==> config.mk <==
export PLATFORM = sky130hd
export DESIGN_NAME = xorshift128_ranged_random
export DESIGN_NICKNAME = d
export VERILOG_FILES = /design/src/xsr_pkg.sv /design/src/xsr_gen.sv /design/src/xsr_rem.sv /design/src/xorshift128_ranged_random.sv
export SDC_FILE = /design/constraint.sdc
export NUM_CORES = 1
export LEC_CHECK = 0
export BUFFER_PORTS_ARGS = -buffer_cell sky130_fd_sc_hd__clkbuf_2
export CAP_MARGIN = 40
export CORE_ASPECT_RATIO = 0.9
export CORE_MARGIN = 2
export CORE_UTILIZATION = 60
export DETAILED_ROUTE_END_ITERATION = 16
export PLACE_DENSITY = 0.8
export RECOVER_POWER = 50
export SYNTH_ARGS = -nofsm -noshare
export SYNTH_HDL_FRONTEND = slang
export SYNTH_SLANG_ARGS = --single-unit
==> constraint.sdc <==
create_clock -name clk_i -period 5.1 [get_ports clk_i]
set_input_delay 1.02 -clock clk_i [delete_from_list [all_inputs] [get_ports clk_i]]
set_output_delay 1.02 -clock clk_i [all_outputs]
set_load 0.01 [all_outputs]
==> src/xsr_pkg.sv <==
// types and constants shared by the xorshift128 ranged random block
`timescale 1ns / 1ps
`default_nettype none

package xsr_pkg;

  localparam int unsigned WordWidth = 32;
  localparam int unsigned CntWidth  = $clog2(WordWidth);

  localparam logic [WordWidth-1:0] SeedReset = 32'd123456789;
  localparam logic [WordWidth-1:0] InitY     = 32'd362436069;
  localparam logic [WordWidth-1:0] InitZ     = 32'd521288629;
  localparam logic [WordWidth-1:0] InitW     = 32'd88675123;

  localparam int unsigned ShiftXl = 11;
  localparam int unsigned ShiftWr = 19;
  localparam int unsigned ShiftTr = 8;

  typedef struct packed {
    logic [WordWidth-1:0] range_high;
    logic [WordWidth-1:0] range_low;
  } xsr_in_t;

  typedef struct packed {
    logic                 span_zero;
    logic [WordWidth-1:0] random_value;
  } xsr_out_t;

  typedef enum logic [1:0] {
    StIdle,
    StLoad,
    StRun,
    StHold
  } xsr_state_e;

endpackage

`default_nettype wire

==> src/xsr_gen.sv <==
// xorshift128 generator state, one step per request
`timescale 1ns / 1ps
`default_nettype none

module xsr_gen
  import xsr_pkg::*;
(
  input  wire logic                 clk_i,
  input  wire logic                 rst_ni,
  input  wire logic                 step_i,
  input  wire logic                 seed_we_i,
  input  wire logic [WordWidth-1:0] seed_i,
  output logic      [WordWidth-1:0] word_w_o
);

  logic [WordWidth-1:0] x_q, y_q, z_q, w_q;
  logic [WordWidth-1:0] t_d, w_d;

  always_comb begin
    t_d = x_q ^ (x_q << ShiftXl);
    w_d = w_q ^ (w_q >> ShiftWr) ^ t_d ^ (t_d >> ShiftTr);
  end

  always_ff @(posedge clk_i or negedge rst_ni) begin
    if (!rst_ni) begin
      x_q <= SeedReset;
      y_q <= InitY;
      z_q <= InitZ;
      w_q <= InitW;
    end else if (step_i) begin
      x_q <= y_q;
      y_q <= z_q;
      z_q <= w_q;
      w_q <= w_d;
    end else if (seed_we_i) begin
      x_q <= seed_i;
    end
  end

  assign word_w_o = w_q;

endmodule

`default_nettype wire

==> src/xsr_rem.sv <==
// bit-serial restoring remainder unit, one dividend bit per cycle
`timescale 1ns / 1ps
`default_nettype none

module xsr_rem
  import xsr_pkg::*;
(
  input  wire logic                 clk_i,
  input  wire logic                 rst_ni,
  input  wire logic                 start_i,
  input  wire logic [WordWidth-1:0] dividend_i,
  input  wire logic [WordWidth-1:0] divisor_i,
  output logic                      done_o,
  output logic      [WordWidth-1:0] rem_o
);

  logic                 busy_q, done_q;
  logic [CntWidth-1:0]  cnt_q;
  logic [WordWidth-1:0] dvd_q, div_q, rem_q;
  logic [WordWidth:0]   trial, diff;
  logic [WordWidth-1:0] rem_d;

  // shift in the next dividend bit, subtract when it fits
  always_comb begin
    trial = {rem_q, dvd_q[WordWidth-1]};
    diff  = trial - {1'b0, div_q};
    rem_d = diff[WordWidth] ? trial[WordWidth-1:0] : diff[WordWidth-1:0];
  end

  always_ff @(posedge clk_i or negedge rst_ni) begin
    if (!rst_ni) begin
      busy_q <= 1'b0;
      done_q <= 1'b0;
      cnt_q  <= '0;
    end else begin
      done_q <= 1'b0;
      if (start_i) begin
        busy_q <= 1'b1;
        cnt_q  <= CntWidth'(WordWidth - 1);
      end else if (busy_q) begin
        cnt_q <= cnt_q - 1'b1;
        if (cnt_q == '0) begin
          busy_q <= 1'b0;
          done_q <= 1'b1;
        end
      end
    end
  end

  always_ff @(posedge clk_i) begin
    if (start_i) begin
      dvd_q <= dividend_i;
      div_q <= divisor_i;
      rem_q <= '0;
    end else if (busy_q) begin
      dvd_q <= dvd_q << 1;
      rem_q <= rem_d;
    end
  end

  assign done_o = done_q;
  assign rem_o  = rem_q;

endmodule

`default_nettype wire

==> src/xorshift128_ranged_random.sv <==
// from an accepted transaction to result valid: generator step, divisor load, one remainder
// iteration per dividend bit, completion, output load; a zero span skips the remainder
// one transaction is computed at a time; the remainder unit sets the pace
// the next transaction can be accepted the cycle after the result enters the output register
// reset (async, active low): generator words to their initial values, seed word
// 123456789, control idle, no result pending
`timescale 1ns / 1ps
`default_nettype none

module xorshift128_ranged_random
  import xsr_pkg::*;
(
  input  wire logic                 clk_i,
  input  wire logic                 rst_ni,
  // seed write channel
  input  wire logic                 cfg_valid_i,
  output logic                      cfg_ready_o,
  input  wire logic [WordWidth-1:0] cfg_data_i,
  // request channel
  input  wire logic                 in_valid_i,
  output logic                      in_ready_o,
  input  wire xsr_in_t              in_data_i,
  // result channel
  output logic                      out_valid_o,
  input  wire logic                 out_ready_i,
  output xsr_out_t                  out_data_o
);

  xsr_state_e state_q, state_d;

  logic                 in_fire;
  logic                 cfg_fire;
  logic                 rem_start;
  logic                 rem_done;
  logic [WordWidth-1:0] rem_val;
  logic [WordWidth-1:0] word_w;

  // request held while the remainder runs
  logic [WordWidth-1:0] low_q, span_q;
  logic                 zero_q;

  // output register parts the result from the request side
  logic     out_valid_q, out_valid_d;
  xsr_out_t out_data_q;
  logic     out_load;

  assign in_ready_o  = (state_q == StIdle);
  assign in_fire     = in_valid_i && in_ready_o;
  // seed writes only while idle, with no request offered and no result pending
  assign cfg_ready_o = (state_q == StIdle) && !out_valid_q && !in_valid_i;
  assign cfg_fire    = cfg_valid_i && cfg_ready_o;

  // generator steps once at request acceptance, new w is ready in the load state
  xsr_gen u_gen (
    .clk_i     (clk_i),
    .rst_ni    (rst_ni),
    .step_i    (in_fire),
    .seed_we_i (cfg_fire),
    .seed_i    (cfg_data_i),
    .word_w_o  (word_w)
  );

  xsr_rem u_rem (
    .clk_i      (clk_i),
    .rst_ni     (rst_ni),
    .start_i    (rem_start),
    .dividend_i (word_w),
    .divisor_i  (span_q),
    .done_o     (rem_done),
    .rem_o      (rem_val)
  );

  always_ff @(posedge clk_i) begin
    if (in_fire) begin
      low_q  <= in_data_i.range_low;
      span_q <= in_data_i.range_high - in_data_i.range_low;
      zero_q <= (in_data_i.range_high == in_data_i.range_low);
    end
  end

  always_ff @(posedge clk_i or negedge rst_ni) begin
    if (!rst_ni) begin
      state_q <= StIdle;
    end else begin
      state_q <= state_d;
    end
  end

  // next state: zero span skips the remainder and returns the lower bound
  always_comb begin
    state_d   = state_q;
    rem_start = 1'b0;
    out_load  = 1'b0;
    unique case (state_q)
      StIdle: begin
        if (in_fire) state_d = StLoad;
      end
      StLoad: begin
        if (zero_q) begin
          state_d = StHold;
        end else begin
          rem_start = 1'b1;
          state_d   = StRun;
        end
      end
      StRun: begin
        if (rem_done) state_d = StHold;
      end
      StHold: begin
        if (!out_valid_q || out_ready_i) begin
          out_load = 1'b1;
          state_d  = StIdle;
        end
      end
      default: state_d = StIdle;
    endcase
  end

  always_comb begin
    out_valid_d = out_valid_q;
    if (out_load) begin
      out_valid_d = 1'b1;
    end else if (out_ready_i) begin
      out_valid_d = 1'b0;
    end
  end

  always_ff @(posedge clk_i or negedge rst_ni) begin
    if (!rst_ni) begin
      out_valid_q <= 1'b0;
    end else begin
      out_valid_q <= out_valid_d;
    end
  end

  // result add wraps mod 2^32
  always_ff @(posedge clk_i) begin
    if (out_load) begin
      out_data_q.span_zero    <= zero_q;
      out_data_q.random_value <= zero_q ? low_q : (rem_val + low_q);
    end
  end

  assign out_valid_o = out_valid_q;
  assign out_data_o  = out_data_q;

endmodule

`default_nettype wire

# [After elaboration in Yosys (flattened, before gate mapping)]
# Cells that the tools add are included.
[word_totals] register_bits=332 input_bits=101 wordCells=70
[op_classes] add_sub_neg=4 n_eq_ne=7 muxes=25 bitwise=4 n_reduce_logical=13
[ops] cell="$mux W32" n=6
[ops] cell="$xor A32 B32 Y32" n=2
[ops] cell="$sub A33 B32 Y33" n=1
[ops] cell="$add A32 B32 Y32" n=1
[ops] cell="$eq A32 B32 Y1" n=1
[ops] cell="$sub A32 B32 Y32" n=1
[ops] cell="$xor A32 B13 Y32" n=1
[ops] cell="$xor A32 B24 Y32" n=1
[ops] cell="$mux W1" n=13
[ops] cell="$mux W5" n=2
[ops] cell="$pmux W2 S4" n=1
[ops] cell="$mux W2" n=3
[ops] cell="$reduce_bool A2 Y1" n=3
[ops] cell="$logic_not A5 Y1" n=1
[ops] cell="$sub A5 B1 Y5 const B" n=1
[ops] cell="$eq A2 B2 Y1 const B" n=2
[ops] cell="$logic_and A1 B1 Y1" n=4
[ops] cell="$ne A2 B1 Y1 const B" n=2
[ops] cell="$reduce_and A3 Y1" n=1
[ops] cell="$eq A2 B1 Y1 const B" n=1
[ops] cell="$logic_not A1 Y1" n=2
[ops] cell="$logic_not A2 Y1" n=1
[ops] cell="$ne A2 B2 Y1 const B" n=1
[ops] cell="$logic_or A1 B1 Y1" n=1

# [Longest topological paths before layout]
[logic_depth] word_depth=6 depth_mapped=14

# [Hierarchy]
# Synthesis repeated with hierarchy kept, for this count alone.
[unflattened] cells_unflattened=1762 area_unflattened_um2=18977.0
[by_module_without_submodules] mod="xorshift128_ranged_random" instances=1 cells_per_inst=745 area_per_inst_um2=7203.2 seq_area_each_um2=3017.9
[by_module_without_submodules] mod="xsr_rem" instances=1 cells_per_inst=582 area_per_inst_um2=6085.8 seq_area_each_um2=2737.6
[by_module_without_submodules] mod="xsr_gen" instances=1 cells_per_inst=435 area_per_inst_um2=5688.0 seq_area_each_um2=3279.4

# [Worst setup path after synthesis]
# No wires, ideal clock.
[synth_path] kind="input to register" from="input port in_valid_i" to="register u_gen.w_q[10], in the netlist u_gen.word_w_o[10]" setup_ns=0.127 arrival_ns=3.987 setup_slack_ns=0.987 path_stages=6 path_buffers=2 path_cell_list="nand2_1 -> inv_2 -> clkbuf_1 -> buf_1 -> nand2_1 -> xnor2_1"
[synth_between] elab_chain_cells=1
[synth_lines] item="start: declaration" line_no="xorshift128_ranged_random.sv:20" source="input wire logic in_valid_i,"
[synth_lines] item="$logic_and A1 B1 Y1" line_no="xorshift128_ranged_random.sv:48" source="assign in_fire = in_valid_i && in_ready_o;"
[synth_lines] item="net in_fire" line_no="xorshift128_ranged_random.sv:31" source="logic in_fire;"
[synth_lines] item="end signal: assignment" line_no="xsr_gen.sv:29" source="w_q <= InitW;"
[synth_lines] item="end signal: assignment" line_no="xsr_gen.sv:34" source="w_q <= w_d;"
[synth_lines] item="end: declaration" line_no="xsr_gen.sv:16" source="logic [WordWidth-1:0] x_q, y_q, z_q, w_q;"
# The timed path passes the listed nets, and every way through them passes these cells.
# A chain may end at the register's enable or synchronous reset.

# [Worst setup path after layout]
[layout_path] from="register low_q[1]" to="register out_data_q, in the netlist out_data_o[31], data pin"
[layout_between] elab_chain_cells=2
[layout_lines] item="start: declaration" line_no="xorshift128_ranged_random.sv:39" source="logic [WordWidth-1:0] low_q, span_q;"
[layout_lines] item="start signal: assignment" line_no="xorshift128_ranged_random.sv:75" source="low_q <= in_data_i.range_low;"
[layout_lines] item="$add A32 B32 Y32" line_no="xorshift128_ranged_random.sv:140" source="out_data_q.random_value <= zero_q ? low_q : (rem_val + low_q);"
[layout_lines] item="$mux W32" line_no="xorshift128_ranged_random.sv:140"
[layout_lines] item="end: declaration" line_no="xorshift128_ranged_random.sv:44" source="xsr_out_t out_data_q;"
# No other way between the ends.

==> results.sh <==
export IMPL_hpwl_um=29760
export IMPL_ctsHtreeMaxLevel=2
export IMPL_cts_resized_gates=0
export IMPL_postCtsHoldBufs=0
export IMPL_hold_path_cell_count=0
export IMPL_initialDrtViolationCount=948
export IMPL_synth_most_common_cell="nand2_1"
export IMPL_numCtsBuffers=36
export IMPL_synth_area_um2=18080
export IMPL_drt_wl_total_um=40760
export IMPL_worstSetupEndpointType="register"
export IMPL_min_path_type="register to register"
export IMPL_io_buffer_count=136
export IMPL_grt_pass1_wl_um=65760
export IMPL_cellLeakagePower_nw=8.796
export IMPL_seqPwrFrac_pct=37.4
export IMPL_cts_tree="built"
export IMPL_crit_chain="ha_1 -> a21o_1 -> a21oi_1 -> o21bai_1 -> a21o_1 -> a2111oi_0 -> or4_1 -> nand2_1 -> a211o_1 -> a211oi_1 -> a2111oi_2"
export IMPL_cpMaxStageDelayCell="a2111oi_0"
export IMPL_tightest_slew_ns=2.936
export IMPL_synth_area_per_cell_um2=10.49
export IMPL_synth_top_area_share_pct=26.90
export IMPL_die_w_um=187.0
export IMPL_stdcell_area_um2=20290
export IMPL_final_setup_skew_ns=0.02054
export IMPL_grt_use_met2_pct=45.06
export IMPL_p_sw_mw=5.090
export IMPL_clkPwrFrac_pct=19.0
export IMPL_swShare_pct=37.80
export IMPL_antenna_found_initial=0
export IMPL_rsz0062_at_grt="no"
export IMPL_viasPerCell=5.712
export IMPL_power_density_nw_per_um2=663.7
export IMPL_reg2reg_depth=11
export IMPL_num_vias=13060
export IMPL_fin_crit_ns=3.804
export IMPL_placed_cell_area_um2=19230
export IMPL_path_class="register to register"
export IMPL_fin_tns_setup_ns=0
export IMPL_async_flop_share_pct=41.57
export IMPL_worstHoldStart="span_q[26]$_DFFE_PP_"
export IMPL_slew_headroom_pct=-95.72
export IMPL_synthTopCellsByArea="edfxtp_1 (27%), dfrtp_1 (11%), dfstp_2 (8.9%)"
export IMPL_postCtsSetupBuffers=0
export IMPL_combinationalPowerShare_pct=43.6
export IMPL_reg2reg_from="low_q[1]$_DFFE_PP_"
export IMPL_yosys_area_top_type="edfxtp_1"
export IMPL_met3_usage_pct=3.608
export IMPL_yosysSeqAreaShare_pct=49.96
export IMPL_holdPathEnd="u_rem.div_q[26]$_DFFE_PP_"
export IMPL_slowest_delay_ns=0.83
export IMPL_crit_path_frequent_cell="a21o_1"
export IMPL_drc=0
export IMPL_grt_max_degree=64
export IMPL_cts_sinks=332
export IMPL_finalCritPeriodShare_pct=74.60
export IMPL_yosysUniqueCellTypes=80
export IMPL_syn_inst=1724
export IMPL_worstPathMaxFanout=5
export IMPL_clk_pin_slew_worst_paths_ns=0.07
export IMPL_reg2reg_slack_ns=1.30
export IMPL_synthTopCellsByCount="nand2_1 (273), edfxtp_1 (162), o21ai_0 (126)"
export IMPL_synth_warnings=0
export IMPL_r2r_end="out_data_o[31]$_DFFE_PP_"
export IMPL_gr_usage_met1_pct=33.56
export IMPL_p_int_mw=8.376
export IMPL_areaGrowthSynthToFinish_pct=12.19
export IMPL_wl_per_cell_um=17.82
export IMPL_row_count=60
export IMPL_maxClockFrequency_mhz=262.8
export IMPL_worstSkewPairLatency_ns=0.52
export IMPL_die_h_um=168.7
export IMPL_grt_pass1_vias=12850
export IMPL_status="finished, violations left"
export IMPL_dieArea_um2=31550
export IMPL_start_util_pct=60.68
export IMPL_crit_arrival_ns=3.94
export IMPL_syn_nets=1928
export IMPL_cap_violations=7
export IMPL_design_core_area_um2=29800
export IMPL_clk_path_buf_depth=3
export IMPL_critPathLaunchType="register"
export IMPL_top_usage_layer="met2"
export IMPL_drt_first_pass_iters=7
export IMPL_pin_count=137
export IMPL_synth_main_ff_cell="edfxtp_1"
export IMPL_gp_congestion=0.8860
export IMPL_setup_viol=0
export IMPL_nets=2060
export IMPL_synth_edf_count=162
export IMPL_finalHoldViolCount=0
export IMPL_grt_usage_pct=26.05
export IMPL_drive_gt1_share_pct=16.99
export IMPL_cp_required_ns=5.24
export IMPL_ys_ff_latch=332
export IMPL_antennaDiodeCount=0
export IMPL_cts_root_buf="clkbuf_16"
export IMPL_drtAntennaViolNets=0
export IMPL_slew_viol_final=310
export IMPL_ir_drop_mv=0.4816
export IMPL_num_fill_cells=2268
export IMPL_violations="capacitance limit, slew limit"
export IMPL_grt_overflow_total=0
## flip-flops by register name, summed over array words and instances (netlist names)
register / count
out_valid_o: 1
u_rem.div_q: 32
u_gen.y_q: 32
u_rem.dvd_q: 32
out_data_o: 33
u_rem.cnt_q: 5
state_q: 2
u_rem.done_o: 1
span_q: 32
u_gen.x_q: 32
zero_q: 1
u_rem.rem_o: 32
low_q: 32
u_rem.busy_q: 1
u_gen.word_w_o: 32
u_gen.z_q: 32
## worst max-delay path by stage
stage | from | to | slack [ns] | cells past startpoint
6_report | low_q[1]$_DFFE_PP_ | out_data_o[31]$_DFFE_PP_ | 1.30 | 11
5_1_grt | rst_ni | u_gen.y_q[27]$_DFFE_PN0P_ | 0.60 | 2
4_1_cts | low_q[0]$_DFFE_PP_ | out_data_o[30]$_DFFE_PP_ | 1.43 | 12
3_5_place_dp | in_data_i[0] | span_q[30]$_DFFE_PP_ | 1.01 | 13
3_3_place_gp | in_data_i[1] | span_q[31]$_DFFE_PP_ | 1.10 | 13
2_1_floorplan | in_valid_i | u_gen.word_w_o[10]$_DFFE_PN0P_ | 0.99 | 6
## layout by cell type, fill, tap and decap left out, drive strengths merged, types with 32 or more instances in the layout
master  count
nand2     273
clkbuf    199
edfxtp    162
o21ai     132
inv       108
xnor2     105
ha        100
a21oi      86
dfrtp      77
nor2       70
mux2       69
xor2       62
dfstp      61
a21o       43
a31oi      37
mux2i      34
dfxtp      32
## layout make-up
| class | count | area [µm²] | share of cell area [%] |
|---|---|---|---|
| flip-flops and latches | 332 | 9035 | 44.53 |
| clock inverters | 11 | 85.08 | 0.4193 |
| clock buffers | 55 | 1075 | 5.297 |
| repair buffers | 153 | 758.2 | 3.737 |
| multi-input cells | 1226 | 8426 | 41.53 |
| inverters | 107 | 406.6 | 2.004 |
| well taps | 403 | 504.2 | 2.485 |
## per-stage QoR
| step | util, % | setup WS, ns | instances | power, mW | hold WS, ns |
|---|---|---|---|---|---|
| finish | 68.08 | 1.296 | 2287 | 13.47 | 0.4113 |
| global route | 68.08 | 0.6031 | 2287 | 14.40 | 0.4212 |
| CTS | 68.41 | 1.430 | 2287 | 13.48 | 0.4129 |
| detailed placement | 64.52 | 1.007 | 2221 | 10.88 | 0.4045 |
| global placement | 64.31 | 1.103 | 2218 | 10.66 | 0.4014 |
| floorplan | - | 0.9866 | 1724 | 9.440 | 0.4003 |
## kinds of logic (layout without fill, tap and decap cells)
family / count (synthesis) / count (layout) / synth area share [%]
AO/OA/AOI/OAI: 384 / 384 / 13.42
AND/OR/NAND/NOR: 469 / 469 / 11.49
flip-flops: 332 / 332 / 49.96
buffers and inverters: 166 / 326 / 3.528
multiplexers: 103 / 103 / 6.178
adder cells (fa/ha/maj): 103 / 103 / 7.251
XOR/XNOR: 167 / 167 / 8.171
## per-layer routing
layer,wire length (µm),vias up
met5,0,-
met4,1464,0
met3,2217,94
met2,19620,389
met1,17460,6214
li1,-,6367
## critical path: cells and delay by family, from the launching register on
| family | cells | cell delay [ns] |
|---|---|---|
| flops | 1 | 0.45 |
| simple gates | 2 | 0.37 |
| fa+ha+maj | 1 | 0.31 |
| compound gates | 8 | 2.33 |
## power groups by stage
stage / Combinational, mW / Clock [mW] / Sequential [mW]
2_1_floorplan: 4.59 / 0 / 4.85
3_3_place_gp: 5.65 / 0 / 5.01
3_5_place_dp: 5.83 / 0 / 5.05
4_1_cts: 5.87 / 2.59 / 5.01
5_1_grt: 6.55 / 2.70 / 5.15
6_report: 5.88 / 2.55 / 5.03
Note: power is estimated with default switching activity, not from simulation.
